File: config.mk
export PLATFORM = sky130hd
export DESIGN_NAME = divisor_count_sum_ratio_flat
export DESIGN_NICKNAME = d
export VERILOG_FILES = /design/src/rtl/dcsr_pkg.sv /design/src/rtl/dcsr_in_if.sv /design/src/rtl/dcsr_out_if.sv /design/src/rtl/dcsr_div.sv /design/src/rtl/dcsr_mul.sv /design/src/rtl/dcsr_dpath.sv /design/src/rtl/dcsr_ctrl.sv /design/src/rtl/divisor_count_sum_ratio.sv /design/src/flat_wrapper.sv
export SDC_FILE = /design/constraint.sdc
export NUM_CORES = 1
export LEC_CHECK = 0
export BUFFER_PORTS_ARGS = -buffer_cell sky130_fd_sc_hd__buf_2
export CORE_AREA = 2 2 188 190
export CTS_BUF_LIST = sky130_fd_sc_hd__clkbuf_4 sky130_fd_sc_hd__clkbuf_8
export DETAILED_ROUTE_END_ITERATION = 6
export DIE_AREA = 0 0 190 192
export SETUP_SLACK_MARGIN = 0.2
export SLEW_MARGIN = 15
export SYNTH_ARGS = -nofsm -noshare
export SYNTH_HDL_FRONTEND = slang
export SYNTH_SLANG_ARGS = --single-unit
File: constraint.sdc
create_clock -name clk -period 5.8 [get_ports clk]
set_input_delay 1.16 -clock clk [delete_from_list [all_inputs] [get_ports clk]]
set_output_delay 1.16 -clock clk [all_outputs]
set_load 0.005 [all_outputs]
File: src/rtl/dcsr_pkg.sv
`timescale 1ns / 1ps

package dcsr_pkg;

    localparam int COUNT_W = 8;
    localparam int SUM_W   = 20;
    localparam int MEAN_W  = 28;
    localparam int FRAC_W  = 8;

    typedef enum logic [1:0] {
        MUL_PART,
        MUL_SIG,
        MUL_TAU
    } mul_sel_t;

    typedef struct packed {
        logic     load;
        logic     halve;
        logic     clr_ep;
        logic     next_d;
        logic     tail_set;
        logic     div_trial;
        logic     div_take;
        logic     div_mean;
        logic     mul_start;
        mul_sel_t mul_sel;
        logic     wr_part;
        logic     wr_sig;
        logic     wr_tau;
        logic     out_load;
    } cmd_t;

    typedef struct packed {
        logic bad;
        logic rem_even;
        logic e_nonzero;
        logic sq_gt_rem;
        logic rem_gt_one;
        logic div_busy;
        logic div_rem_zero;
        logic mul_busy;
    } sts_t;

endpackage

File: src/rtl/dcsr_in_if.sv
`timescale 1ns / 1ps

interface dcsr_in_if #(
    parameter int N_WIDTH = 17
);
    logic               valid;
    logic               ready;
    logic [N_WIDTH-1:0] n;

    modport source (output valid, output n, input ready);
    modport sink   (input valid, input n, output ready);
endinterface

File: src/rtl/dcsr_out_if.sv
`timescale 1ns / 1ps

interface dcsr_out_if;
    logic                         valid;
    logic                         ready;
    logic                         bad_input;
    logic [dcsr_pkg::COUNT_W-1:0] divisor_count;
    logic [dcsr_pkg::SUM_W-1:0]   divisor_sum;
    logic [dcsr_pkg::MEAN_W-1:0]  mean_divisor;

    modport source (
        output valid, output bad_input, output divisor_count,
        output divisor_sum, output mean_divisor, input ready
    );
    modport sink (
        input valid, input bad_input, input divisor_count,
        input divisor_sum, input mean_divisor, output ready
    );
endinterface

File: src/rtl/dcsr_div.sv
`timescale 1ns / 1ps

// restoring divider, one quotient bit per cycle
module dcsr_div #(
    parameter int DVD_W  = 28,
    parameter int DVS_W  = 17,
    parameter int STEP_W = $clog2(DVD_W + 1)
) (
    input  logic              clk,
    input  logic              rst_n,
    input  logic              start,
    input  logic [DVD_W-1:0]  dividend,
    input  logic [DVS_W-1:0]  divisor,
    input  logic [STEP_W-1:0] steps,
    output logic              busy,
    output logic [DVD_W-1:0]  quotient,
    output logic              rem_zero
);

    logic              busy_reg;
    logic [STEP_W-1:0] cnt_reg;
    logic [DVD_W-1:0]  q_reg;
    logic [DVS_W-1:0]  prem_reg;
    logic [DVS_W-1:0]  dvs_reg;
    logic [DVS_W:0]    trial;
    logic [DVS_W:0]    diff;
    logic              ge;

    assign trial = {prem_reg, q_reg[DVD_W-1]};
    assign diff  = trial - {1'b0, dvs_reg};
    assign ge    = trial >= {1'b0, dvs_reg};

    always_ff @(posedge clk or negedge rst_n)
    begin
        if (!rst_n)
        begin
            busy_reg <= 1'b0;
            cnt_reg  <= '0;
        end
        else if (start)
        begin
            busy_reg <= 1'b1;
            cnt_reg  <= steps;
        end
        else if (busy_reg)
        begin
            cnt_reg <= cnt_reg - STEP_W'(1);
            if (cnt_reg == STEP_W'(1))
            begin
                busy_reg <= 1'b0;
            end
        end
    end

    always_ff @(posedge clk)
    begin
        if (start)
        begin
            q_reg    <= dividend;
            prem_reg <= '0;
            dvs_reg  <= divisor;
        end
        else if (busy_reg)
        begin
            q_reg    <= {q_reg[DVD_W-2:0], ge};
            prem_reg <= ge ? DVS_W'(diff) : DVS_W'(trial);
        end
    end

    assign busy     = busy_reg;
    assign quotient = q_reg;
    assign rem_zero = (prem_reg == '0);

endmodule

File: src/rtl/dcsr_mul.sv
`timescale 1ns / 1ps

// shift-add multiplier, stops when the multiplier runs out of ones
module dcsr_mul #(
    parameter int W = 20
) (
    input  logic         clk,
    input  logic         rst_n,
    input  logic         start,
    input  logic [W-1:0] a,
    input  logic [W-1:0] b,
    output logic         busy,
    output logic [W-1:0] product
);

    logic         busy_reg;
    logic [W-1:0] a_reg;
    logic [W-1:0] b_reg;
    logic [W-1:0] acc_reg;

    always_ff @(posedge clk or negedge rst_n)
    begin
        if (!rst_n)
        begin
            busy_reg <= 1'b0;
        end
        else if (start)
        begin
            busy_reg <= 1'b1;
        end
        else if (busy_reg && (b_reg == '0))
        begin
            busy_reg <= 1'b0;
        end
    end

    always_ff @(posedge clk)
    begin
        if (start)
        begin
            a_reg   <= a;
            b_reg   <= b;
            acc_reg <= '0;
        end
        else if (busy_reg && (b_reg != '0))
        begin
            if (b_reg[0])
            begin
                acc_reg <= acc_reg + a_reg;
            end
            a_reg <= {a_reg[W-2:0], 1'b0};
            b_reg <= {1'b0, b_reg[W-1:1]};
        end
    end

    assign busy    = busy_reg;
    assign product = acc_reg;

endmodule

File: src/rtl/dcsr_dpath.sv
`timescale 1ns / 1ps

module dcsr_dpath #(
    parameter int N_WIDTH = 17
) (
    input  logic                         clk,
    input  logic                         rst_n,
    input  dcsr_pkg::cmd_t               cmd,
    output dcsr_pkg::sts_t               sts,
    input  logic [N_WIDTH-1:0]           n,
    output logic                         bad_input,
    output logic [dcsr_pkg::COUNT_W-1:0] divisor_count,
    output logic [dcsr_pkg::SUM_W-1:0]   divisor_sum,
    output logic [dcsr_pkg::MEAN_W-1:0]  mean_divisor
);

    localparam int COUNT_W = dcsr_pkg::COUNT_W;
    localparam int SUM_W   = dcsr_pkg::SUM_W;
    localparam int MEAN_W  = dcsr_pkg::MEAN_W;
    localparam int FRAC_W  = dcsr_pkg::FRAC_W;
    // sigma(n) < 8n over the whole parameter range, tau(n) <= 2*sqrt(n)
    localparam int SIG_W   = N_WIDTH + 3;
    localparam int TAU_W   = N_WIDTH / 2 + 2;
    localparam int D_W     = N_WIDTH / 2 + 2;
    localparam int SQ_W    = N_WIDTH + 2;
    localparam int E_W     = $clog2(N_WIDTH + 1);
    localparam int DVD_W   = SIG_W + FRAC_W;
    localparam int LIFT    = DVD_W - N_WIDTH;
    localparam int STEP_W  = $clog2(DVD_W + 1);

    logic [N_WIDTH-1:0] rem_reg;
    logic [D_W-1:0]     d_reg;
    logic [SQ_W-1:0]    sq_reg;
    logic [E_W-1:0]     e_reg;
    logic [SIG_W-1:0]   part_reg;
    logic [SIG_W-1:0]   sigma_reg;
    logic [TAU_W-1:0]   tau_reg;
    logic               bad_reg;

    logic               bad_out_reg;
    logic [COUNT_W-1:0] count_out_reg;
    logic [SUM_W-1:0]   sum_out_reg;
    logic [MEAN_W-1:0]  mean_out_reg;

    logic               div_start;
    logic [DVD_W-1:0]   div_dvd;
    logic [N_WIDTH-1:0] div_dvs;
    logic [STEP_W-1:0]  div_steps;
    logic               div_busy;
    logic [DVD_W-1:0]   div_q;
    logic               div_rem_zero;

    logic [SIG_W-1:0]   mul_a;
    logic [SIG_W-1:0]   mul_b;
    logic               mul_busy;
    logic [SIG_W-1:0]   mul_p;

    assign div_start = cmd.div_trial | cmd.div_mean;
    assign div_dvd   = cmd.div_mean ? {sigma_reg, {FRAC_W{1'b0}}} : {rem_reg, {LIFT{1'b0}}};
    assign div_dvs   = cmd.div_mean ? N_WIDTH'(tau_reg) : N_WIDTH'(d_reg);
    assign div_steps = cmd.div_mean ? STEP_W'(DVD_W) : STEP_W'(N_WIDTH);

    always_comb
    begin
        case (cmd.mul_sel)
            dcsr_pkg::MUL_PART:
            begin
                mul_a = part_reg;
                mul_b = SIG_W'(d_reg);
            end
            dcsr_pkg::MUL_SIG:
            begin
                mul_a = sigma_reg;
                mul_b = part_reg;
            end
            dcsr_pkg::MUL_TAU:
            begin
                mul_a = SIG_W'(tau_reg);
                mul_b = SIG_W'(e_reg) + SIG_W'(1);
            end
            default:
            begin
                mul_a = '0;
                mul_b = '0;
            end
        endcase
    end

    dcsr_div #(
        .DVD_W (DVD_W),
        .DVS_W (N_WIDTH),
        .STEP_W(STEP_W)
    ) u_div (
        .clk     (clk),
        .rst_n   (rst_n),
        .start   (div_start),
        .dividend(div_dvd),
        .divisor (div_dvs),
        .steps   (div_steps),
        .busy    (div_busy),
        .quotient(div_q),
        .rem_zero(div_rem_zero)
    );

    dcsr_mul #(
        .W(SIG_W)
    ) u_mul (
        .clk    (clk),
        .rst_n  (rst_n),
        .start  (cmd.mul_start),
        .a      (mul_a),
        .b      (mul_b),
        .busy   (mul_busy),
        .product(mul_p)
    );

    always_ff @(posedge clk)
    begin
        if (cmd.load)
        begin
            rem_reg <= n;
        end
        else if (cmd.halve)
        begin
            rem_reg <= {1'b0, rem_reg[N_WIDTH-1:1]};
        end
        else if (cmd.div_take)
        begin
            rem_reg <= div_q[N_WIDTH-1:0];
        end

        if (cmd.load || cmd.clr_ep)
        begin
            e_reg <= '0;
        end
        else if (cmd.tail_set)
        begin
            e_reg <= E_W'(1);
        end
        else if (cmd.halve || cmd.div_take)
        begin
            e_reg <= e_reg + E_W'(1);
        end

        if (cmd.load || cmd.clr_ep)
        begin
            part_reg <= SIG_W'(1);
        end
        else if (cmd.halve)
        begin
            part_reg <= {part_reg[SIG_W-2:0], 1'b1};
        end
        else if (cmd.tail_set)
        begin
            part_reg <= SIG_W'(rem_reg) + SIG_W'(1);
        end
        else if (cmd.wr_part)
        begin
            part_reg <= mul_p + SIG_W'(1);
        end

        if (cmd.load)
        begin
            sigma_reg <= SIG_W'(1);
            tau_reg   <= TAU_W'(1);
            bad_reg   <= (n == '0);
        end
        else
        begin
            if (cmd.wr_sig)
            begin
                sigma_reg <= mul_p;
            end
            if (cmd.wr_tau)
            begin
                tau_reg <= TAU_W'(mul_p);
            end
        end

        // (d+2)^2 = d^2 + 4d + 4
        if (cmd.load)
        begin
            d_reg  <= D_W'(3);
            sq_reg <= SQ_W'(9);
        end
        else if (cmd.next_d)
        begin
            d_reg  <= d_reg + D_W'(2);
            sq_reg <= sq_reg + SQ_W'({d_reg, 2'b00}) + SQ_W'(4);
        end

        if (cmd.out_load)
        begin
            bad_out_reg <= bad_reg;
            if (bad_reg)
            begin
                count_out_reg <= '0;
                sum_out_reg   <= '0;
                mean_out_reg  <= '0;
            end
            else
            begin
                count_out_reg <= ((tau_reg >> COUNT_W) != '0) ? '1 : COUNT_W'(tau_reg);
                sum_out_reg   <= ((sigma_reg >> SUM_W) != '0) ? '1 : SUM_W'(sigma_reg);
                mean_out_reg  <= ((div_q >> MEAN_W) != '0) ? '1 : MEAN_W'(div_q);
            end
        end
    end

    assign sts.bad          = bad_reg;
    assign sts.rem_even     = ~rem_reg[0];
    assign sts.e_nonzero    = (e_reg != '0);
    assign sts.sq_gt_rem    = (sq_reg > SQ_W'(rem_reg));
    assign sts.rem_gt_one   = (rem_reg > N_WIDTH'(1));
    assign sts.div_busy     = div_busy;
    assign sts.div_rem_zero = div_rem_zero;
    assign sts.mul_busy     = mul_busy;

    assign bad_input     = bad_out_reg;
    assign divisor_count = count_out_reg;
    assign divisor_sum   = sum_out_reg;
    assign mean_divisor  = mean_out_reg;

endmodule

File: src/rtl/dcsr_ctrl.sv
`timescale 1ns / 1ps

module dcsr_ctrl (
    input  logic           clk,
    input  logic           rst_n,
    input  logic           query_valid,
    output logic           query_ready,
    output logic           result_valid,
    input  logic           result_ready,
    input  dcsr_pkg::sts_t sts,
    output dcsr_pkg::cmd_t cmd
);

    typedef enum logic [3:0] {
        S_IDLE,
        S_TWO,
        S_CHECK,
        S_DIV,
        S_PMUL,
        S_TAIL,
        S_WSIG,
        S_WTAU,
        S_MEAN_GO,
        S_MEAN,
        S_OUT
    } state_t;

    typedef enum logic [1:0] {
        PH_TWO,
        PH_ODD,
        PH_TAIL
    } phase_t;

    state_t state_reg;
    state_t state_next;
    phase_t phase_reg;
    phase_t phase_next;
    logic   valid_reg;
    logic   valid_next;

    always_comb
    begin
        cmd        = '0;
        cmd.mul_sel = dcsr_pkg::MUL_PART;
        state_next = state_reg;
        phase_next = phase_reg;
        valid_next = valid_reg & ~result_ready;

        case (state_reg)
            S_IDLE:
            begin
                if (query_valid)
                begin
                    cmd.load   = 1'b1;
                    phase_next = PH_TWO;
                    state_next = S_TWO;
                end
            end
            S_TWO:
            begin
                if (sts.bad)
                begin
                    state_next = S_OUT;
                end
                else if (sts.rem_even)
                begin
                    cmd.halve = 1'b1;
                end
                else if (sts.e_nonzero)
                begin
                    cmd.mul_start = 1'b1;
                    cmd.mul_sel   = dcsr_pkg::MUL_SIG;
                    phase_next    = PH_TWO;
                    state_next    = S_WSIG;
                end
                else
                begin
                    state_next = S_CHECK;
                end
            end
            S_CHECK:
            begin
                if (!sts.sq_gt_rem)
                begin
                    cmd.div_trial = 1'b1;
                    state_next    = S_DIV;
                end
                else if (sts.rem_gt_one)
                begin
                    cmd.tail_set = 1'b1;
                    state_next   = S_TAIL;
                end
                else
                begin
                    state_next = S_MEAN_GO;
                end
            end
            S_DIV:
            begin
                if (!sts.div_busy)
                begin
                    if (sts.div_rem_zero)
                    begin
                        cmd.div_take  = 1'b1;
                        cmd.mul_start = 1'b1;
                        cmd.mul_sel   = dcsr_pkg::MUL_PART;
                        state_next    = S_PMUL;
                    end
                    else if (sts.e_nonzero)
                    begin
                        cmd.mul_start = 1'b1;
                        cmd.mul_sel   = dcsr_pkg::MUL_SIG;
                        phase_next    = PH_ODD;
                        state_next    = S_WSIG;
                    end
                    else
                    begin
                        cmd.next_d = 1'b1;
                        state_next = S_CHECK;
                    end
                end
            end
            S_PMUL:
            begin
                if (!sts.mul_busy)
                begin
                    cmd.wr_part   = 1'b1;
                    cmd.div_trial = 1'b1;
                    state_next    = S_DIV;
                end
            end
            S_TAIL:
            begin
                cmd.mul_start = 1'b1;
                cmd.mul_sel   = dcsr_pkg::MUL_SIG;
                phase_next    = PH_TAIL;
                state_next    = S_WSIG;
            end
            S_WSIG:
            begin
                if (!sts.mul_busy)
                begin
                    cmd.wr_sig    = 1'b1;
                    cmd.mul_start = 1'b1;
                    cmd.mul_sel   = dcsr_pkg::MUL_TAU;
                    state_next    = S_WTAU;
                end
            end
            S_WTAU:
            begin
                if (!sts.mul_busy)
                begin
                    cmd.wr_tau = 1'b1;
                    case (phase_reg)
                        PH_TWO:
                        begin
                            cmd.clr_ep = 1'b1;
                            state_next = S_CHECK;
                        end
                        PH_ODD:
                        begin
                            cmd.clr_ep = 1'b1;
                            cmd.next_d = 1'b1;
                            state_next = S_CHECK;
                        end
                        default:
                        begin
                            state_next = S_MEAN_GO;
                        end
                    endcase
                end
            end
            S_MEAN_GO:
            begin
                cmd.div_mean = 1'b1;
                state_next   = S_MEAN;
            end
            S_MEAN:
            begin
                if (!sts.div_busy)
                begin
                    state_next = S_OUT;
                end
            end
            S_OUT:
            begin
                if (!valid_reg || result_ready)
                begin
                    cmd.out_load = 1'b1;
                    valid_next   = 1'b1;
                    state_next   = S_IDLE;
                end
            end
            default:
            begin
                state_next = S_IDLE;
            end
        endcase
    end

    always_ff @(posedge clk or negedge rst_n)
    begin
        if (!rst_n)
        begin
            state_reg <= S_IDLE;
            phase_reg <= PH_TWO;
            valid_reg <= 1'b0;
        end
        else
        begin
            state_reg <= state_next;
            phase_reg <= phase_next;
            valid_reg <= valid_next;
        end
    end

    assign query_ready  = (state_reg == S_IDLE);
    assign result_valid = valid_reg;

endmodule

File: src/rtl/divisor_count_sum_ratio.sv
// Work per item: trial divides by each odd divisor up to the square root of the cofactor,
//   shift-add multiplies for the divisor sum and count, and a final divide for the mean;
//   numbers with small factors finish sooner.
// Throughput: one item at a time; set by the bit-serial trial divider loop.
// The next item is taken while a finished result waits in the output register.
// Reset: asynchronous active-low, clears the controller and output valid.
`timescale 1ns / 1ps

module divisor_count_sum_ratio #(
    parameter int N_WIDTH = 17
) (
    input logic        clk,
    input logic        rst_n,
    dcsr_in_if.sink    query,
    dcsr_out_if.source result
);

    dcsr_pkg::cmd_t cmd;
    dcsr_pkg::sts_t sts;

    dcsr_ctrl u_ctrl (
        .clk         (clk),
        .rst_n       (rst_n),
        .query_valid (query.valid),
        .query_ready (query.ready),
        .result_valid(result.valid),
        .result_ready(result.ready),
        .sts         (sts),
        .cmd         (cmd)
    );

    dcsr_dpath #(
        .N_WIDTH(N_WIDTH)
    ) u_dpath (
        .clk          (clk),
        .rst_n        (rst_n),
        .cmd          (cmd),
        .sts          (sts),
        .n            (query.n),
        .bad_input    (result.bad_input),
        .divisor_count(result.divisor_count),
        .divisor_sum  (result.divisor_sum),
        .mean_divisor (result.mean_divisor)
    );

    a_one_at_a_time: assert property (@(posedge clk) disable iff (!rst_n)
        (query.valid && query.ready) |=> !query.ready)
        else $error("input taken while an item is in progress");

    a_bad_zero: assert property (@(posedge clk) disable iff (!rst_n)
        (result.valid && result.bad_input) |->
        (result.divisor_count == '0 && result.divisor_sum == '0 &&
         result.mean_divisor == '0))
        else $error("nonzero result on bad input");

    a_sum_ge_count: assert property (@(posedge clk) disable iff (!rst_n)
        (result.valid && !result.bad_input) |->
        (result.divisor_count != '0 &&
         {12'd0, result.divisor_count} <= result.divisor_sum))
        else $error("divisor sum below divisor count");

    a_mean_ge_one: assert property (@(posedge clk) disable iff (!rst_n)
        (result.valid && !result.bad_input) |-> (result.mean_divisor >= 28'd256))
        else $error("mean divisor below one");

endmodule
File: src/flat_wrapper.sv
// flat-port wrapper written by rule: the top's interface ports become plain ports
module divisor_count_sum_ratio_flat 
#(
    parameter int N_WIDTH = 17
)
  (clk, rst_n, query_valid, query_n, query_ready, result_valid, result_bad_input, result_divisor_count, result_divisor_sum, result_mean_divisor, result_ready);
  dcsr_in_if #(.N_WIDTH(N_WIDTH)) query_i ();
  dcsr_out_if result_i ();
  input logic clk;
  input logic rst_n;
  input wire logic [$bits(query_i.valid)-1:0] query_valid;
  input wire logic [$bits(query_i.n)-1:0] query_n;
  output wire logic [$bits(query_i.ready)-1:0] query_ready;
  output wire logic [$bits(result_i.valid)-1:0] result_valid;
  output wire logic [$bits(result_i.bad_input)-1:0] result_bad_input;
  output wire logic [$bits(result_i.divisor_count)-1:0] result_divisor_count;
  output wire logic [$bits(result_i.divisor_sum)-1:0] result_divisor_sum;
  output wire logic [$bits(result_i.mean_divisor)-1:0] result_mean_divisor;
  input wire logic [$bits(result_i.ready)-1:0] result_ready;
  assign query_i.valid = query_valid;
  assign query_i.n = query_n;
  assign query_ready = query_i.ready;
  assign result_valid = result_i.valid;
  assign result_bad_input = result_i.bad_input;
  assign result_divisor_count = result_i.divisor_count;
  assign result_divisor_sum = result_i.divisor_sum;
  assign result_mean_divisor = result_i.mean_divisor;
  assign result_i.ready = result_ready;
  divisor_count_sum_ratio #(.N_WIDTH(N_WIDTH)) u_core (.clk(clk), .rst_n(rst_n), .query(query_i), .result(result_i));
endmodule
==> summary.txt <==
Logic synthesis
  – Mapped cell area: 0.0154 mm^2
  – Largest cells by area after synthesis: edfxtp_1, dfxtp_1, nand2_1, ha_1, a21oi_1
  – Post-Syn Nets: 1,776
  – Cells after synthesis: 1,682
  – Yosys reg bits: 284
  – Most frequent cell after synthesis: nand2_1
  – Register area share after synthesis: 0.475
  – Top FF cell, synth: edfxtp_1
  – Post-synth cell types: 75
  – YS warnings: 0
  – Area share of the largest cell type after synthesis: 0.299
  – Fraction of registers with async set/reset: 0.0493
  – Synth area leader: edfxtp_1
  – Average cell area after synthesis: 9.13 um^2
  – Post-synth EDFFs: 153
  – Commonest cells post-synth: nand2_1, nor2_1, edfxtp_1, a21oi_1, dfxtp_1

STA
  – Minimum clock period: 4.05 ns
  – Final Max Tran Viols: 0
  – Setup TNS Final: 0 ns
  – Worst-margin pin slew: 1.10 ns
  – Fin crit share: 0.699
  – RSZ-0062 raised after global routing: false
  – Slew HR: 0.263
  – Clk_skew: 0.0414 ns
  – Setup violators final: 0
  – Fin. Hold Viols: 0
  – Max Freq: 247 MHz
  – WHS: 0.485 ns

Setup path
  – Most frequent CP cell: or4_4
  – Crit path max-delay cell type: nand2_1
  – Data arrival, critical path: 4.23 ns
  – Number of cells on the worst reg-to-reg path: 10
  – Required time of the critical path: 5.98 ns
  – Maximum fanout along the worst path: 28
  – R2r startpoint: u_core.u_dpath.rem_reg[12]
  – Reg2reg end: u_core.u_dpath.u_div.quotient[9]
  – Nature of the critical path endpoint: flip-flop
  – Setup Crit Path Kind: reg -> reg
  – CP peak stage delay: 0.86 ns
  – Critical path startpoint category: flip-flop
  – CP Cell Sequence: inv_1 > ha_1 > nand4_1 > or4_4 > or4_4 > nand2_2 > a21o_1 > buf_4 > nor2_2 > nand2_1
  – Flop-to-flop setup slack: 1.75 ns

GRT
  – First-pass GRT wire length: 70,500 um
  – Initial antenna violation count: 0
  – Vias in the first global route: 12,100
  – Gr usage total: 0.251
  – Largest net degree at the start of global routing: 61
  – GRT overflow: 0

CTS
  – Post_cts resized: 0
  – CTS tree: built
  – Post-CTS Setup Inserts: 0
  – Cts hold-fix bufs: 0
  – CTS buffer count: 49
  – Clk root buf: clkbuf_8
  – Worst skew pair latency: 0.60 ns
  – Clk sinks: 284
  – Clock transition at path regs: 0.07 ns
  – Clk buf depth: 3
  – CTS HTree Levels: 2

Drt
  – DR pass1 iterations: 6
  – Residual DRC count: 0
  – Routed WL: 46,000 um
  – Wirelength per Cell: 20.6 um
  – Routed vias/inst: 5.72
  – Initial DRC Count: 1,314
  – Total number of vias: 12,800
  – Final ANT Viol Nets: 0

Power
  – Leak: 6.57 nW
  – Pwr dens: 235 mW/mm^2
  – Max VDD drop: 0.167 mV

Run
  – Max-cap violation count: 0

Placement
  – GPL Wtd Cong: 0.921
  – Detailed Place HPWL: 33,700 um
  – I/O Buffers: 79

Hold path
  – Worst hold stages: 2
  – Hold WC Path Type: reg -> reg
  – Hold wc startpoint: u_core.u_dpath.sq_reg[9]
  – Hold EP: u_core.u_dpath.sq_reg[9]

Floorplan
  – IO Pins: 80
  – Height of the die: 192 um
  – Starting Density: 0.448
  – Die area: 0.0365 mm^2
  – Core area: 0.0343 mm^2
  – FP Rows: 68
  – Die span in x: 190 um

Cells and area
  – Nets@finish: 1,830
  – Area Overhead vs Synth: 11.5%
  – Fillers: 3,255
  – Antenna cells: 0
  – Layout cells sized above 1: 0.119

Outcome
  – Status: completed
## layout by cell type, fill, tap and decap left out, types with 17 or more instances in the layout
cell and instances:
nand2_1 287, nor2_1 160, edfxtp_1 153, a21oi_1 131, dfxtp_1 117, buf_2 79, ha_1 70, nand3_1 56
nor2b_1 56, xnor2_1 56, inv_1 53, clkbuf_8 53, o21ai_0 49, a31oi_1 41, xor2_1 34, a211oi_1 29
o21ai_1 27, nor3_1 26, nor4_1 26, mux2i_1 20, nand4_1 17
## power breakdown
part,switching [W],internal [W],total [W]
logic,0.00000647,0.00000525,0.0000117
clock network,0.000861,0.00106,0.00192
registers,0.0000000000000000000303,0.00210,0.00210
total,0.000867,0.00316,0.00403
## layout make-up
class,count,area [um^2],share of cell area
Sequential cell,284,7290,0.426
Clock buffer,64,812,0.0474
Inverter,56,210,0.0123
Clock inverter,28,216,0.0126
Multi-Input combinational cell,1250,7510,0.439
Timing Repair Buffer,95,515,0.0301
Tap cell,455,569,0.0333
## worst max-delay path by stage
stage	startpoint	end	slack, ns	depth (start not counted)
floorplan	result_ready	u_core.u_dpath.bad_input	1.82	2
global placement	u_core.u_dpath.rem_reg[12]	u_core.u_dpath.u_div.quotient[1]	1.89	10
detailed placement	u_core.u_dpath.rem_reg[12]	u_core.u_dpath.u_div.quotient[4]	1.78	10
CTS	u_core.u_dpath.rem_reg[12]	u_core.u_dpath.u_div.quotient[9]	1.74	10
global route	u_core.u_dpath.rem_reg[12]	u_core.u_dpath.u_div.quotient[20]	1.54	10
finish	u_core.u_dpath.rem_reg[12]	u_core.u_dpath.u_div.quotient[9]	1.75	10
## logic make-up (layout without fill, tap and decap cells)
kind of cell,after synthesis,after routing,share of synthesized area
adders and majority gates,73,73,0.0610
and+or+nand+nor,704,704,0.213
AOI/OAI and AO/OA,362,362,0.147
DFF,284,284,0.475
buffers and inverters,148,243,0.0394
xor gates and xnor gates,90,90,0.0513
muxes,21,21,0.0138
## critical path: cells and delay by family (launching register included)
family	cells	cell delay, ns
AO/OA/AOI/OAI	1	0.12
adder cells (fa/ha/maj)	1	0.31
buffers and inverters	2	0.44
flip-flops	1	0.46
AND/OR/NAND/NOR	6	2.28
## layer usage
layer  up-vias  global-route usage  wire length [um]
met5         -                   0                 0
met4         0               0.112              2020
met3        87              0.0519              3680
met2       489               0.384             20100
met1      6059               0.345             20200
li1       6121                   -                 -
## metrics by stage
| stage | instance area [um^2] | utilization | total power (W) | setup WS (ns) | cells |
|---|---|---|---|---|---|
| floorplan | 15400 | - | 0.00214 | 1.82 | 1682 |
| global placement | 16100 | 0.469 | 0.00215 | 1.89 | 2140 |
| detailed placement | 16100 | 0.469 | 0.00215 | 1.78 | 2140 |
| CTS | 17100 | 0.499 | 0.00405 | 1.74 | 2232 |
| global route | 17100 | 0.499 | 0.00414 | 1.54 | 2232 |
| finish | 17100 | 0.499 | 0.00403 | 1.75 | 2232 |
(Power assumes the default switching activity.)
